**src/rtl/core/spc_pkg.sv**
```systemverilog
// ----------------------------------------------------------------------------
// Shutter position controller package
// Command codes, register indexes, queue entry and result types.
// ----------------------------------------------------------------------------
package spc_pkg;

   // command codes on req_cmd
   localparam logic [3:0] CMD_TICK         = 4'd0;
   localparam logic [3:0] CMD_MANUAL_UP    = 4'd1;
   localparam logic [3:0] CMD_MANUAL_DOWN  = 4'd2;
   localparam logic [3:0] CMD_MANUAL_STOP  = 4'd3;
   localparam logic [3:0] CMD_AUTO_ON      = 4'd4;
   localparam logic [3:0] CMD_AUTO_OFF     = 4'd5;
   localparam logic [3:0] CMD_CAL_UP       = 4'd6;
   localparam logic [3:0] CMD_CAL_DOWN     = 4'd7;
   localparam logic [3:0] CMD_CAL_STOP     = 4'd8;
   localparam logic [3:0] CMD_UPPER_SET    = 4'd9;
   localparam logic [3:0] CMD_UPPER_DONE   = 4'd10;
   localparam logic [3:0] CMD_BOTTOM_SET   = 4'd11;
   localparam logic [3:0] CMD_LIGHT_SAMPLE = 4'd12;

   // configuration register indexes
   localparam logic [2:0] CSR_LOW_FRACTION  = 3'd0;
   localparam logic [2:0] CSR_MID_FRACTION  = 3'd1;
   localparam logic [2:0] CSR_HIGH_FRACTION = 3'd2;
   localparam logic [2:0] CSR_MID_THRESHOLD = 3'd3;
   localparam logic [2:0] CSR_HIGH_THRESHOLD = 3'd4;

   localparam logic [7:0]  LOW_FRACTION_RESET   = 8'd77;
   localparam logic [7:0]  MID_FRACTION_RESET   = 8'd154;
   localparam logic [7:0]  HIGH_FRACTION_RESET  = 8'd230;
   localparam logic [15:0] MID_THRESHOLD_RESET  = 16'd400;
   localparam logic [15:0] HIGH_THRESHOLD_RESET = 16'd1000;

   localparam int unsigned LUX_BITS   = 16;
   localparam int unsigned SUM_BITS   = 24;
   localparam int unsigned QUEUE_DEPTH = 2;

   typedef enum logic [1:0] {
      DIR_NONE = 2'd0,
      DIR_UP   = 2'd1,
      DIR_DOWN = 2'd2
   } dir_type;

   typedef enum logic [3:0] {
      OP_NONE,
      OP_TICK,
      OP_MANUAL,
      OP_AUTO,
      OP_CAL,
      OP_UPPER_SET,
      OP_UPPER_DONE,
      OP_BOTTOM_SET,
      OP_SAMPLE
   } op_type;

   typedef struct packed {
      op_type              op;
      dir_type             dir;
      logic                auto_on;
      logic [LUX_BITS-1:0] lux;
   } entry_type;

   typedef struct packed {
      logic [1:0] manual_step;
      logic [1:0] calibration_step;
      logic [1:0] auto_step;
      logic       auto_off_notice;
      logic       bottom_done_notice;
      logic       upper_done_notice;
      logic [7:0] shutter_position;
      logic [7:0] travel_limit;
      logic       is_calibrated;
      logic       auto_active;
   } result_type;

endpackage

```
**src/rtl/core/shutter_position_controller.sv**
```systemverilog
// ----------------------------------------------------------------------------
// Shutter position controller
// Stepper sequencer for a roller shutter: manual, calibration and
// light-driven automatic moves, one result transaction per command.
// ----------------------------------------------------------------------------
//   channel   direction   handshake                  payload
//   req       in          req_valid / req_stall      cmd, lux
//   rsp       out         rsp_valid / rsp_stall      step pulses, notices, state
//   csr       in          csr_write_enable           csr_index, csr_write_data
//
// One command per cycle sustained while the result channel is not stalled;
// an accepted command enters the queue, then its result the result register.
// req_stall rises only when the two-entry command queue is full.
// Synchronous reset sets control state and register defaults at once.
// A stalled result holds while later commands wait in the queue.
// ----------------------------------------------------------------------------
module shutter_position_controller #(
   parameter int unsigned SAMPLES_PER_MEAN = 250,
   parameter int unsigned POSITION_BITS    = 8
) (
   input  logic        clock,
   input  logic        reset,
   input  logic        req_valid,
   output logic        req_stall,
   input  logic [3:0]  req_cmd,
   input  logic [15:0] req_lux,
   output logic        rsp_valid,
   input  logic        rsp_stall,
   output logic [1:0]  rsp_manual_step,
   output logic [1:0]  rsp_calibration_step,
   output logic [1:0]  rsp_auto_step,
   output logic        rsp_auto_off_notice,
   output logic        rsp_bottom_done_notice,
   output logic        rsp_upper_done_notice,
   output logic [7:0]  rsp_shutter_position,
   output logic [7:0]  rsp_travel_limit,
   output logic        rsp_is_calibrated,
   output logic        rsp_auto_active,
   input  logic        csr_write_enable,
   input  logic [2:0]  csr_index,
   input  logic [15:0] csr_write_data
);

   logic                 push_valid, push_ready;
   spc_pkg::entry_type   push_entry, pop_entry;
   logic                 pop_valid, pop_ready;
   spc_pkg::result_type  rsp_data;

   spc_front u_front (
      .req_valid  (req_valid),
      .req_cmd    (req_cmd),
      .req_lux    (req_lux),
      .push_valid (push_valid),
      .push_entry (push_entry)
   );

   spc_queue u_queue (
      .clock      (clock),
      .reset      (reset),
      .push_valid (push_valid),
      .push_ready (push_ready),
      .push_entry (push_entry),
      .pop_valid  (pop_valid),
      .pop_ready  (pop_ready),
      .pop_entry  (pop_entry)
   );

   spc_back #(
      .SAMPLES_PER_MEAN (SAMPLES_PER_MEAN),
      .POSITION_BITS    (POSITION_BITS)
   ) u_back (
      .clock            (clock),
      .reset            (reset),
      .pop_valid        (pop_valid),
      .pop_ready        (pop_ready),
      .pop_entry        (pop_entry),
      .csr_write_enable (csr_write_enable),
      .csr_index        (csr_index),
      .csr_write_data   (csr_write_data),
      .rsp_valid        (rsp_valid),
      .rsp_stall        (rsp_stall),
      .rsp_data         (rsp_data)
   );

   assign req_stall              = !push_ready;
   assign rsp_manual_step        = rsp_data.manual_step;
   assign rsp_calibration_step   = rsp_data.calibration_step;
   assign rsp_auto_step          = rsp_data.auto_step;
   assign rsp_auto_off_notice    = rsp_data.auto_off_notice;
   assign rsp_bottom_done_notice = rsp_data.bottom_done_notice;
   assign rsp_upper_done_notice  = rsp_data.upper_done_notice;
   assign rsp_shutter_position   = rsp_data.shutter_position;
   assign rsp_travel_limit       = rsp_data.travel_limit;
   assign rsp_is_calibrated      = rsp_data.is_calibrated;
   assign rsp_auto_active        = rsp_data.auto_active;

endmodule

```
**src/rtl/core/spc_front.sv**
```systemverilog
// ----------------------------------------------------------------------------
// Shutter position controller front end
// Classifies each command into an operation and a direction for the queue.
// ----------------------------------------------------------------------------
module spc_front (
   input  logic                         req_valid,
   input  logic [3:0]                   req_cmd,
   input  logic [spc_pkg::LUX_BITS-1:0] req_lux,
   output logic                         push_valid,
   output spc_pkg::entry_type           push_entry
);

   always_comb begin
      push_entry.op      = spc_pkg::OP_NONE;
      push_entry.dir     = spc_pkg::DIR_NONE;
      push_entry.auto_on = 1'b0;
      push_entry.lux     = req_lux;
      unique case (req_cmd)
         spc_pkg::CMD_TICK:         push_entry.op = spc_pkg::OP_TICK;
         spc_pkg::CMD_MANUAL_UP: begin
            push_entry.op  = spc_pkg::OP_MANUAL;
            push_entry.dir = spc_pkg::DIR_UP;
         end
         spc_pkg::CMD_MANUAL_DOWN: begin
            push_entry.op  = spc_pkg::OP_MANUAL;
            push_entry.dir = spc_pkg::DIR_DOWN;
         end
         spc_pkg::CMD_MANUAL_STOP:  push_entry.op = spc_pkg::OP_MANUAL;
         spc_pkg::CMD_AUTO_ON: begin
            push_entry.op      = spc_pkg::OP_AUTO;
            push_entry.auto_on = 1'b1;
         end
         spc_pkg::CMD_AUTO_OFF:     push_entry.op = spc_pkg::OP_AUTO;
         spc_pkg::CMD_CAL_UP: begin
            push_entry.op  = spc_pkg::OP_CAL;
            push_entry.dir = spc_pkg::DIR_UP;
         end
         spc_pkg::CMD_CAL_DOWN: begin
            push_entry.op  = spc_pkg::OP_CAL;
            push_entry.dir = spc_pkg::DIR_DOWN;
         end
         spc_pkg::CMD_CAL_STOP:     push_entry.op = spc_pkg::OP_CAL;
         spc_pkg::CMD_UPPER_SET:    push_entry.op = spc_pkg::OP_UPPER_SET;
         spc_pkg::CMD_UPPER_DONE:   push_entry.op = spc_pkg::OP_UPPER_DONE;
         spc_pkg::CMD_BOTTOM_SET:   push_entry.op = spc_pkg::OP_BOTTOM_SET;
         spc_pkg::CMD_LIGHT_SAMPLE: push_entry.op = spc_pkg::OP_SAMPLE;
         default:                   push_entry.op = spc_pkg::OP_NONE;
      endcase
   end

   assign push_valid = req_valid;

endmodule

```
**src/rtl/core/spc_queue.sv**
```systemverilog
// ----------------------------------------------------------------------------
// Shutter position controller command queue
// Short FIFO of classified commands between front end and execution.
// ----------------------------------------------------------------------------
module spc_queue (
   input  logic                 clock,
   input  logic                 reset,
   input  logic                 push_valid,
   output logic                 push_ready,
   input  spc_pkg::entry_type   push_entry,
   output logic                 pop_valid,
   input  logic                 pop_ready,
   output spc_pkg::entry_type   pop_entry
);

   localparam int unsigned PTR_BITS = (spc_pkg::QUEUE_DEPTH > 1) ?
                                      $clog2(spc_pkg::QUEUE_DEPTH) : 1;
   localparam int unsigned CNT_BITS = $clog2(spc_pkg::QUEUE_DEPTH + 1);
   localparam logic [PTR_BITS-1:0] LAST_PTR = PTR_BITS'(spc_pkg::QUEUE_DEPTH - 1);
   localparam logic [CNT_BITS-1:0] FULL_CNT = CNT_BITS'(spc_pkg::QUEUE_DEPTH);

   spc_pkg::entry_type  entries_ff [spc_pkg::QUEUE_DEPTH];
   logic [PTR_BITS-1:0] wr_ptr_ff, wr_ptr_in;
   logic [PTR_BITS-1:0] rd_ptr_ff, rd_ptr_in;
   logic [CNT_BITS-1:0] count_ff, count_in;
   logic                push, pop;

   assign push_ready    = (count_ff != FULL_CNT);
   assign pop_valid     = (count_ff != '0);
   assign push          = push_valid && push_ready;
   assign pop           = pop_valid && pop_ready;
   assign pop_entry     = entries_ff[rd_ptr_ff];

   always_comb begin
      wr_ptr_in = wr_ptr_ff;
      rd_ptr_in = rd_ptr_ff;
      count_in  = count_ff;
      if (push) begin
         wr_ptr_in = (wr_ptr_ff == LAST_PTR) ? '0 : wr_ptr_ff + 1'b1;
      end
      if (pop) begin
         rd_ptr_in = (rd_ptr_ff == LAST_PTR) ? '0 : rd_ptr_ff + 1'b1;
      end
      if (push && !pop) begin
         count_in = count_ff + 1'b1;
      end else if (pop && !push) begin
         count_in = count_ff - 1'b1;
      end
   end

   always_ff @(posedge clock) begin
      if (reset) begin
         wr_ptr_ff <= '0;
         rd_ptr_ff <= '0;
         count_ff  <= '0;
      end else begin
         wr_ptr_ff <= wr_ptr_in;
         rd_ptr_ff <= rd_ptr_in;
         count_ff  <= count_in;
      end
   end

   always_ff @(posedge clock) begin
      if (push) begin
         entries_ff[wr_ptr_ff] <= push_entry;
      end
   end

endmodule

```
**src/rtl/core/spc_back.sv**
```systemverilog
// ----------------------------------------------------------------------------
// Shutter position controller execution unit
// Applies queued commands to the shutter state and registers one result each.
// ----------------------------------------------------------------------------
module spc_back #(
   parameter int unsigned SAMPLES_PER_MEAN = 250,
   parameter int unsigned POSITION_BITS    = 8
) (
   input  logic                         clock,
   input  logic                         reset,
   input  logic                         pop_valid,
   output logic                         pop_ready,
   input  spc_pkg::entry_type           pop_entry,
   input  logic                         csr_write_enable,
   input  logic [2:0]                   csr_index,
   input  logic [15:0]                  csr_write_data,
   output logic                         rsp_valid,
   input  logic                         rsp_stall,
   output spc_pkg::result_type          rsp_data
);

   localparam int unsigned PB = POSITION_BITS;
   localparam int unsigned PW = POSITION_BITS + 8;
   localparam int unsigned SB = spc_pkg::SUM_BITS;
   localparam logic [PB-1:0] POS_MAX = {PB{1'b1}};
   localparam logic [7:0]    SPM     = 8'(SAMPLES_PER_MEAN);
   localparam logic [SB-1:0] MID_SCALED_RESET =
      SB'(spc_pkg::MID_THRESHOLD_RESET * SAMPLES_PER_MEAN);
   localparam logic [SB-1:0] HIGH_SCALED_RESET =
      SB'(spc_pkg::HIGH_THRESHOLD_RESET * SAMPLES_PER_MEAN);

   // configuration; thresholds are kept already scaled by the window length
   logic [7:0]    low_frac_ff, mid_frac_ff, high_frac_ff;
   logic [SB-1:0] mid_scaled_ff, high_scaled_ff;
   logic [SB-1:0] csr_scaled;

   spc_pkg::dir_type manual_mode_ff, manual_mode_in;
   spc_pkg::dir_type cal_mode_ff, cal_mode_in;
   logic             auto_enabled_ff, auto_enabled_in;
   logic             upper_marked_ff, upper_marked_in;
   logic             calibrated_ff, calibrated_in;
   logic             finish_pending_ff, finish_pending_in;
   logic             auto_moving_ff, auto_moving_in;
   logic [PB-1:0]    position_ff, position_in;
   logic [PB-1:0]    max_position_ff, max_position_in;
   logic [PB-1:0]    auto_target_ff, auto_target_in;
   logic [SB-1:0]    light_sum_ff, light_sum_in;
   logic [7:0]       sample_count_ff, sample_count_in;

   logic                rsp_valid_ff, rsp_valid_in;
   spc_pkg::result_type rsp_ff, rsp_in;
   logic                fire;

   assign pop_ready     = !rsp_valid_ff || !rsp_stall;
   assign fire          = pop_valid && pop_ready;
   assign csr_scaled    = SB'(csr_write_data) * SB'(SPM);

   always_ff @(posedge clock) begin
      if (reset) begin
         low_frac_ff    <= spc_pkg::LOW_FRACTION_RESET;
         mid_frac_ff    <= spc_pkg::MID_FRACTION_RESET;
         high_frac_ff   <= spc_pkg::HIGH_FRACTION_RESET;
         mid_scaled_ff  <= MID_SCALED_RESET;
         high_scaled_ff <= HIGH_SCALED_RESET;
      end else if (csr_write_enable) begin
         unique case (csr_index)
            spc_pkg::CSR_LOW_FRACTION:   low_frac_ff    <= csr_write_data[7:0];
            spc_pkg::CSR_MID_FRACTION:   mid_frac_ff    <= csr_write_data[7:0];
            spc_pkg::CSR_HIGH_FRACTION:  high_frac_ff   <= csr_write_data[7:0];
            spc_pkg::CSR_MID_THRESHOLD:  mid_scaled_ff  <= csr_scaled;
            spc_pkg::CSR_HIGH_THRESHOLD: high_scaled_ff <= csr_scaled;
            default: ;
         endcase
      end
   end

   always_comb begin
      logic [SB:0]      sum_wide;
      logic [7:0]       frac;
      logic [PW-1:0]    product;
      logic [15:0]      pos_wide;
      logic [15:0]      max_wide;

      manual_mode_in    = manual_mode_ff;
      cal_mode_in       = cal_mode_ff;
      auto_enabled_in   = auto_enabled_ff;
      upper_marked_in   = upper_marked_ff;
      calibrated_in     = calibrated_ff;
      finish_pending_in = finish_pending_ff;
      auto_moving_in    = auto_moving_ff;
      position_in       = position_ff;
      max_position_in   = max_position_ff;
      auto_target_in    = auto_target_ff;
      light_sum_in      = light_sum_ff;
      sample_count_in   = sample_count_ff;
      rsp_in            = '0;
      sum_wide          = '0;
      frac              = low_frac_ff;
      product           = '0;

      if (fire) begin
         unique case (pop_entry.op)
            spc_pkg::OP_TICK: begin
               // manual rule
               if (manual_mode_ff == spc_pkg::DIR_UP && position_in != '0 &&
                   !auto_enabled_ff && calibrated_ff) begin
                  position_in = position_in - 1'b1;
                  rsp_in.manual_step = spc_pkg::DIR_UP;
               end else if (manual_mode_ff == spc_pkg::DIR_DOWN &&
                            position_in < max_position_ff &&
                            !auto_enabled_ff && calibrated_ff) begin
                  if (position_in != POS_MAX) position_in = position_in + 1'b1;
                  rsp_in.manual_step = spc_pkg::DIR_DOWN;
               end
               // end stop
               if (position_in == max_position_ff || position_in == '0) begin
                  manual_mode_in = spc_pkg::DIR_NONE;
               end
               // calibration move; before the upper mark, pin to the top
               if (cal_mode_ff != spc_pkg::DIR_NONE) begin
                  rsp_in.calibration_step = cal_mode_ff;
                  priority if (!upper_marked_ff) begin
                     position_in = '0;
                  end else if (cal_mode_ff == spc_pkg::DIR_DOWN) begin
                     if (position_in != POS_MAX) position_in = position_in + 1'b1;
                  end else begin
                     if (position_in != '0) position_in = position_in - 1'b1;
                  end
                  calibrated_in = 1'b0;
               end
               // calibration finish
               if (finish_pending_ff) begin
                  rsp_in.bottom_done_notice = 1'b1;
                  rsp_in.upper_done_notice  = 1'b1;
                  max_position_in   = position_in;
                  calibrated_in     = 1'b1;
                  upper_marked_in   = 1'b0;
                  finish_pending_in = 1'b0;
               end
               // one automatic step toward the target
               if (auto_enabled_ff && auto_moving_ff) begin
                  if (position_in < auto_target_ff) begin
                     if (position_in != POS_MAX) position_in = position_in + 1'b1;
                     rsp_in.auto_step = spc_pkg::DIR_DOWN;
                  end else if (position_in > auto_target_ff) begin
                     if (position_in != '0) position_in = position_in - 1'b1;
                     rsp_in.auto_step = spc_pkg::DIR_UP;
                  end
                  if (position_in == auto_target_ff) auto_moving_in = 1'b0;
               end
            end
            spc_pkg::OP_MANUAL, spc_pkg::OP_CAL: begin
               if (pop_entry.op == spc_pkg::OP_MANUAL) begin
                  manual_mode_in = pop_entry.dir;
               end else begin
                  cal_mode_in = pop_entry.dir;
               end
               auto_enabled_in        = 1'b0;
               auto_moving_in         = 1'b0;
               rsp_in.auto_off_notice = 1'b1;
            end
            spc_pkg::OP_AUTO: begin
               manual_mode_in  = spc_pkg::DIR_NONE;
               auto_enabled_in = pop_entry.auto_on;
               if (!pop_entry.auto_on) auto_moving_in = 1'b0;
            end
            spc_pkg::OP_UPPER_SET: begin
               upper_marked_in = 1'b1;
               cal_mode_in     = spc_pkg::DIR_NONE;
            end
            spc_pkg::OP_UPPER_DONE: upper_marked_in = 1'b0;
            spc_pkg::OP_BOTTOM_SET: begin
               if (upper_marked_ff) begin
                  finish_pending_in = 1'b1;
               end else begin
                  rsp_in.bottom_done_notice = 1'b1;
               end
            end
            spc_pkg::OP_SAMPLE: begin
               if (auto_enabled_ff) begin
                  sum_wide        = {1'b0, light_sum_ff} + (SB + 1)'(pop_entry.lux);
                  light_sum_in    = sum_wide[SB] ? {SB{1'b1}} : sum_wide[SB-1:0];
                  sample_count_in = sample_count_ff + 1'b1;
                  // window end: pick the level and set a new target
                  if (sample_count_in == SPM) begin
                     priority if (light_sum_in >= high_scaled_ff) begin
                        frac = high_frac_ff;
                     end else if (light_sum_in >= mid_scaled_ff) begin
                        frac = mid_frac_ff;
                     end else begin
                        frac = low_frac_ff;
                     end
                     product         = PW'(max_position_ff) * PW'(frac);
                     auto_target_in  = product[PW-1:8];
                     auto_moving_in  = 1'b1;
                     light_sum_in    = '0;
                     sample_count_in = '0;
                  end
               end
            end
            default: ;
         endcase
      end

      pos_wide = 16'(position_in);
      max_wide = 16'(max_position_in);
      rsp_in.shutter_position = pos_wide[7:0];
      rsp_in.travel_limit     = max_wide[7:0];
      rsp_in.is_calibrated    = calibrated_in;
      rsp_in.auto_active      = auto_enabled_in;
   end

   always_comb begin
      priority if (fire) begin
         rsp_valid_in = 1'b1;
      end else if (!rsp_stall) begin
         rsp_valid_in = 1'b0;
      end else begin
         rsp_valid_in = rsp_valid_ff;
      end
   end

   always_ff @(posedge clock) begin
      if (reset) begin
         manual_mode_ff    <= spc_pkg::DIR_NONE;
         cal_mode_ff       <= spc_pkg::DIR_NONE;
         auto_enabled_ff   <= 1'b0;
         upper_marked_ff   <= 1'b0;
         calibrated_ff     <= 1'b0;
         finish_pending_ff <= 1'b0;
         auto_moving_ff    <= 1'b0;
         position_ff       <= '0;
         max_position_ff   <= '0;
         auto_target_ff    <= '0;
         light_sum_ff      <= '0;
         sample_count_ff   <= '0;
         rsp_valid_ff      <= 1'b0;
      end else begin
         manual_mode_ff    <= manual_mode_in;
         cal_mode_ff       <= cal_mode_in;
         auto_enabled_ff   <= auto_enabled_in;
         upper_marked_ff   <= upper_marked_in;
         calibrated_ff     <= calibrated_in;
         finish_pending_ff <= finish_pending_in;
         auto_moving_ff    <= auto_moving_in;
         position_ff       <= position_in;
         max_position_ff   <= max_position_in;
         auto_target_ff    <= auto_target_in;
         light_sum_ff      <= light_sum_in;
         sample_count_ff   <= sample_count_in;
         rsp_valid_ff      <= rsp_valid_in;
      end
   end

   // hold the result while stalled
   always_ff @(posedge clock) begin
      if (fire) begin
         rsp_ff <= rsp_in;
      end
   end

   assign rsp_valid = rsp_valid_ff;
   assign rsp_data  = rsp_ff;

endmodule

```
**config.mk**
```make
export PLATFORM = sky130hd
export DESIGN_NAME = shutter_position_controller
export DESIGN_NICKNAME = d
export VERILOG_FILES = /design/src/rtl/core/spc_pkg.sv /design/src/rtl/core/shutter_position_controller.sv /design/src/rtl/core/spc_front.sv /design/src/rtl/core/spc_queue.sv /design/src/rtl/core/spc_back.sv
export SDC_FILE = /design/constraint.sdc
export NUM_CORES = 1
export LEC_CHECK = 0
export BUFFER_PORTS_ARGS = -buffer_cell sky130_fd_sc_hd__buf_2
export CAP_MARGIN = 10
export CORE_ASPECT_RATIO = 1.75
export CORE_MARGIN = 2
export CORE_UTILIZATION = 40
export DETAILED_ROUTE_END_ITERATION = 12
export PLACE_DENSITY = 0.57
export SETUP_SLACK_MARGIN = 0.02
export SKIP_LAST_GASP = 1
export SLEW_MARGIN = 15
export SYNTH_ARGS = -nofsm -noshare
export SYNTH_HDL_FRONTEND = slang
export SYNTH_HIERARCHICAL = 1
export SYNTH_SLANG_ARGS = --single-unit
```
**constraint.sdc**
```tcl
create_clock -name clock -period 18 [get_ports clock]
set_input_delay 5.4 -clock clock [delete_from_list [all_inputs] [get_ports clock]]
set_output_delay 5.4 -clock clock [all_outputs]
set_load 0.05 [all_outputs]
```
==> metrics.md, run 1 <==
| Metric | Value |
|---|---|
| Status | completed |
| Combinational share of power | 44.3% |
| Pwr/cell area | a little over 100 mW/mm2 |
| Seq/Total Area, Yosys | between 20% and 30% |
| Initial antenna violation count | 0 |
| Number of global-route vias before repair | around 14,000 |
| Skew final | around 9 ps |
| DRC marker count from the first detailed-route iteration | approximately 640 |
| DR pass1 iterations | 5 |
| Clock power frac | approximately 25% |
| GR Overflow Total | 0 |
| Max-Cap Viols | 0 |
| Crit path max-delay cell type | o41a_1 |
| Initial Util | 40.54% |
| Share of synthesized registers carrying an async set or reset | 0% |
| Max Buffers Root-to-Sink | 3 |
| Share of cells above drive strength 1 | 9.551% |
| Core region area | ~0.042 mm2 |
| Critical Path Max Stage Delay | roughly 680 ps |
| Fillers | 4,121 |
| Rel. slew slack | between 20% and 30% |
| Sw frac | 39.77% |
| Syn nets | approximately 2,200 |
| RSZ-0062 raised after global routing | false |
| Hold WC Path Type | register to register |
| Cells after Synth | roughly 1,900 |
| Clk_lat worst skew | about 520 ps |
| Setup Viol. Count Final | 0 |
| Final hold vios | 0 |
| CTS root buf | clkbuf_16 |
| CP arrival | roughly 11,000 ps |
| Post-CTS sizing | 0 |
| Wire length per cell | around 19 um |
| Total CTS buffers | 22 |
| CP Launch Type | register |
| Worst EP required | around 18,000 ps |
| Drt drc | 0 |
| Total number of vias | 13,590 |
| Static leakage | between 7 and 8 nW |
| Cells after DPL | approximately 2,400 |
| GRT Total Usage | a little over a fifth |
| Crit share post-route | between 60% and 70% |
| Place WS | ~7000 ps |
| Final setup TNS | 0 ps |
| I/O pin cnt | 73 |
| Post-CTS Hold Buffers | 0 |
| Slew Viols, Final | 0 |
| Internal | ~1.1 mW |
| Routed WL | about 47 mm |
| Post-synthesis register bit count | between 200 and 250 |
| Post-route ant nets | 0 |
| Die Area | 0.04403 mm2 |
| Register share of total power | a little under a third |
| Largest net degree at the start of global routing | a little over 70 |
| NetSw | 744.4 uW |
| Area growth from synthesis to layout | 8.725% |
| Final cell count without fillers | roughly 2,500 |
| First-pass GRT wire length | 75.27 mm |
| Setup ws final | around 7000 ps |
| IR drop worst, VDD | between 0.08 and 0.09 mV |
| GP Congestion | about 0.98 |
| CTS tree | yes |
| Most frequent cells in the layout | 200 x nand2_1, 175 x ha_1, 148 x inv_1 |
| TritonCTS Sinks | roughly 210 |
| Crit path top cell by count | a21o_1 |
| Reg clk slew, reported paths | approximately 60 ps |
| Crit-path max FO | 23 |
| Final core utilization | 44.08% |
| Warnings, synthesis | 6 |
| Syn avg cell area | 9.118 um2 |
| Worst slew pin tran | ~1100 ps |
| Mapped Area | roughly 0.017 mm2 |
| Ant. Diodes | 0 |
| Final worst path period need | between 10,000 and 15,000 ps |
| Post-synth EDFFs | 73 |
| Vias per std cell | roughly 5.5 |
| Commonest register cell after synthesis | dfxtp_1 |
| PortBufs | 72 |
| CTS H-Tree Depth | 1 |
| Max Freq | about 90 MHz |
| Type of the worst setup path | register to register |
| Synth unique cells | 100 |
| Postcts setup bufs | 0 |
| Die X | roughly 160 um |
| Commonest non-fill, non-tap cell in the layout | nand2_1 |
| Post-DP HPWL | about 37 mm |
| Crit end category | register |
| Die Ht | between 200 and 300 um |
| Layout net count | approximately 2,200 |
| Row count | between 90 and 100 |
final timing paths:
kind,startpoint,end,slack [ps],cells past startpoint
max,register,u_back/auto_target_ff[6],6960,41
min,u_back/mid_scaled_ff[3],u_back/mid_scaled_ff[3],460,2
max reg2reg,register,u_back/auto_target_ff[6],6960,41
min reg2reg,u_back/mid_scaled_ff[3],u_back/mid_scaled_ff[3],460,2
state kept, by name, summed over array words and instances (netlist names), 23 cells and up, named ones only:
name                   cells
u_back/high_scaled_ff     23
u_back/light_sum_ff       24
u_back/mid_scaled_ff      23
u_back/rsp_data           27
u_queue/entries_ff        46
synthesized netlist by cell type (5+ instances only):
master / instances / area [um2]
o31ai_1: 5 / 37.54
nand3_1: 53 / 265.3
edfxtp_1: 73 / 2192
ha_1: 175 / 2190
mux2i_1: 25 / 250.2
nand2b_1: 15 / 93.84
a31oi_1: 18 / 112.6
a22oi_1: 18 / 135.1
nor4b_1: 6 / 52.55
buf_4: 18 / 135.1
dfxtp_1: 141 / 2823
nand3b_1: 8 / 60.06
and4_1: 7 / 61.31
nand2_1: 200 / 750.7
fa_1: 90 / 1802
nor3_1: 35 / 175.2
or3_1: 9 / 56.30
nand4_1: 24 / 150.1
xor2_1: 18 / 157.7
a41oi_1: 5 / 43.79
xnor2_1: 50 / 437.9
nor2b_1: 13 / 81.33
and3_1: 25 / 156.4
a21o_1: 31 / 232.7
nor2_1: 126 / 473.0
a211oi_1: 12 / 90.09
inv_1: 148 / 555.5
and2_1: 83 / 519.3
buf_2: 5 / 25.02
o21bai_1: 15 / 112.6
nor4_1: 7 / 43.79
o21ai_1: 6 / 30.03
o21ai_0: 50 / 250.2
mux2_2: 27 / 304.0
clkbuf_1: 59 / 221.5
o21a_1: 12 / 90.09
a21oi_1: 114 / 570.6
o211ai_1: 27 / 202.7
cells by family after synthesis:
logic type	count (synthesis)	synth area share, %
XOR/XNOR	69	3.616
flip-flops	214	29.63
AO/OA/AOI/OAI	379	15.16
AND/OR/NAND/NOR	641	19.01
adder cells (fa/ha/maj)	265	23.59
buffers and inverters	236	5.715
multiplexers	52	3.275
area by class of cell:
| class | count | area (um2) | share of cell area, % |
|---|---|---|---|
| multi-input cells | 1406 | 10950 | 59.50 |
| repair buffers | 85 | 460.4 | 2.503 |
| well taps | 555 | 694.4 | 3.774 |
| inverters | 150 | 563.0 | 3.060 |
| clock inverters | 14 | 132.6 | 0.7208 |
| flip-flops and latches | 214 | 5015 | 27.26 |
| clock buffers | 26 | 586.8 | 3.189 |
routing by layer:
metal	GRT usage, %	routed length (um)
met3	1.890	1420
met4	15.08	3661
met5	0	0
met1	20.19	16000
met2	42.56	26120
per-stage QoR:
step,power [mW],hold WS [ps],instance area [um2]
global route,2.011,480.2,18400
finish,1.872,455.7,18400
floorplan,1.210,419.8,16920
global placement,1.417,441.5,17680
CTS,1.901,456.4,18400
detailed placement,1.431,447.2,17680
critical path, delay by kind of cell, from the launching register on:
family,cells,cell delay [ps]
flops,1,300
mux,2,670
buf+inv,2,340
fa+ha+maj,7,2850
compound gates,25,6050
simple gates,4,500
xor+xnor,1,170
power by group through the flow:
stage	registers (mW)	clock network, mW	logic [mW]
after floorplan	0.669	0	0.541
after global placement	0.593	0	0.824
after detailed placement	0.594	0	0.837
after CTS	0.583	0.476	0.841
after global routing	0.589	0.491	0.931
final	0.583	0.460	0.829
Power figures use the tool's default switching activity.
==> run 2: changes to the inputs <==
==> constraint.sdc (replaced) <==
create_clock -name clock -period 11.48 [get_ports clock]
set_input_delay 3.444 -clock clock [delete_from_list [all_inputs] [get_ports clock]]
set_output_delay 3.444 -clock clock [all_outputs]
set_load 0.05 [all_outputs]
==> run 2 against run 1 <==
Clock skew rose by 4.7 ps. Clock power rose by 75%. Final cell count rose by 0.16%. Largest cell class unchanged.
==> metrics.md, run 2 (synthesis results as in run 1) <==
| Metric | Value |
|---|---|
| Slew Viols, Final | 0 (unchanged) |
| Static leakage | 7.947 nW (was 7.871 nW) |
| Max FFs per register | 46 (unchanged) |
| Worst EP required | 11,940 ps (was 18,380 ps) |
| Final core utilization | 44.37% (was 44.08%) |
| Commonest non-fill, non-tap cell in the layout | nand2_1 (unchanged) |
| Internal | 1.829 mW (was 1.127 mW) |
| Layout net count | 2,191 (was 2,188) |
| Die Ht | 276.1 um (unchanged) |
| DRC marker count from the first detailed-route iteration | 725 (was 641) |
| DR pass1 iterations | 5 (unchanged) |
| Area of placed instances | 0.01769 mm2 (was 0.01768 mm2) |
| Final worst path period need | 10,660 ps (was 11,040 ps) |
| Combinational share of power | 42.9% (was 44.3%) |
| Die X | 159.5 um (unchanged) |
| Max Buffers Root-to-Sink | 3 (unchanged) |
| Area growth from synthesis to layout | 9.457% (was 8.725%) |
| Final instance area | 0.01852 mm2 (was 0.01840 mm2) |
| Initial antenna violation count | 0 (unchanged) |
| Post-CTS Hold Buffers | 0 (unchanged) |
| Max Freq | 93.78 MHz (was 90.59 MHz) |
| Crit path top cell by count | a21o_1 (unchanged) |
| Max-Cap Viols | 0 (unchanged) |
| Number of global-route vias before repair | 13,910 (was 14,210) |
| Most frequent cells in the layout | 200 x nand2_1, 175 x ha_1, 148 x inv_1 (unchanged) |
| TritonCTS Sinks | 214 (unchanged) |
| GRT Total Usage | 21.02% (was 21.44%) |
| Clock power frac | 26.7% (was 24.6%) |
| Status | completed (unchanged) |
| Largest net degree at the start of global routing | 64 (was 72) |
| Final setup TNS | 0 ps (unchanged) |
| Share of cells above drive strength 1 | 10.27% (was 9.551%) |
| Die Area | 0.04403 mm2 (unchanged) |
| Wire length per cell | 19.13 um (was 19.26 um) |
| CP Launch Type | register (unchanged) |
| I/O pin cnt | 73 (unchanged) |
| Vias per std cell | 5.554 (was 5.546) |
| Core region area | 0.04174 mm2 (unchanged) |
| First-pass GRT wire length | 74.11 mm (was 75.27 mm) |
| Final hold vios | 0 (unchanged) |
| Drt drc | 0 (unchanged) |
| Setup Viol. Count Final | 0 (unchanged) |
| Row count | 99 (unchanged) |
| CTS H-Tree Depth | 1 (unchanged) |
| Worst slew pin tran | 969.9 ps (was 1139 ps) |
| Sw frac | 39.38% (was 39.77%) |
| Reg clk slew, reported paths | 70 ps (was 60 ps) |
| CTS root buf | clkbuf_16 (unchanged) |
| Routed WL | 46.95 mm (was 47.20 mm) |
| Crit share post-route | 92.88% (was 61.33%) |
| Reg with most FFs | u_queue/entries_ff (unchanged) |
| CP arrival | 11,130 ps (was 11,420 ps) |
| Clk_lat worst skew | 530 ps (was 520 ps) |
| Rel. slew slack | 35.27% (was 24.03%) |
| Total number of vias | 13,630 (was 13,590) |
| Post-route ant nets | 0 (unchanged) |
| Skew final | 13.95 ps (was 9.229 ps) |
| NetSw | 1.188 mW (was 744.4 uW) |
| Pwr/cell area | 162.9 mW/mm2 (was 101.7 mW/mm2) |
| Register share of total power | 30.4% (was 31.1%) |
| Post-DP HPWL | 36.90 mm (was 37.20 mm) |
| Total CTS buffers | 23 (was 22) |
| Place WS | 852.0 ps (was 6990 ps) |
| Setup ws final | 817.2 ps (was 6961 ps) |
| GP Congestion | 0.9353 (was 0.9779) |
| Critical Path Max Stage Delay | 660 ps (was 680 ps) |
| Initial Util | 40.54% (unchanged) |
| RSZ-0062 raised after global routing | true (was false) |
| Hold WC Path Type | register to register (unchanged) |
| IR drop worst, VDD | 0.1523 mV (was 0.08465 mV) |
| GR Overflow Total | 0 (unchanged) |
| Ant. Diodes | 0 (unchanged) |
| PortBufs | 72 (unchanged) |
| CTS tree | yes (unchanged) |
| Crit path max-delay cell type | a2111oi_1 (was o41a_1) |
| Type of the worst setup path | register to register (unchanged) |
| Crit-path max FO | 17 (was 23) |
| Crit end category | register (unchanged) |
[run 2: power groups by stage]
stage | clock network [mW] | logic (mW) | registers [mW]
2_1_floorplan | 0 | 0.848 | 1.05
3_3_place_gp | 0 | 1.29 | 0.932
3_5_place_dp | 0 | 1.30 | 0.934
4_1_cts | 0.822 | 1.31 | 0.918
5_1_grt | 0.848 | 1.44 | 0.925
6_report | 0.805 | 1.30 | 0.916
[run 2: worst max-delay path: cells and delay by family (launching register included)]
kind	cells	cell delay (ps)
buf+inv	2	310
xor+xnor	1	160
mux	1	400
compound gates	23	5250
fa+ha+maj	7	2600
simple gates	8	1410
flops	1	450
[run 2: what timing repair did]
action	CTS	global route
buffers inserted	0	0
gates resized for setup	0	2
endpoints found under the setup margin	0	4
[run 2: layout make-up]
| class | instances | area (um2) |
|---|---|---|
| multi-input cells | 1406 | 10960 |
| clock buffers | 28 | 645.6 |
| fillers | 4126 | 23220 |
| repair buffers | 87 | 475.5 |
| clock inverters | 14 | 172.7 |
| inverters | 150 | 563.0 |
| flip-flops and latches | 214 | 5015 |
| well taps | 555 | 694.4 |
[run 2: stage by stage]
step,power [mW],cells,hold WS [ps]
after CTS,3.049,2454,455.9
after global placement,2.217,2412,436.8
after floorplan,1.898,1856,419.8
after detailed placement,2.236,2412,447.0
final,3.017,2454,452.8
after global routing,3.217,2454,469.9
[run 2: final timing paths]
path | startpoint | to | slack [ps] | cells past startpoint
worst max register to register | register | u_back/auto_target_ff[5] | 820 | 42
worst min register to register | u_back/high_scaled_ff[19] | u_back/high_scaled_ff[19] | 450 | 2
worst max-delay path | register | u_back/auto_target_ff[5] | 820 | 42
worst min-delay path | u_back/high_scaled_ff[19] | u_back/high_scaled_ff[19] | 450 | 2
[run 2: metal layers]
layer	up-vias	part of all wire, %	track usage (%)
li1	6571	-	-
met1	6624	35	20.24
met2	301	56	42.32
met3	133	2.6	1.665
met4	0	6.5	12.70
met5	-	0	0
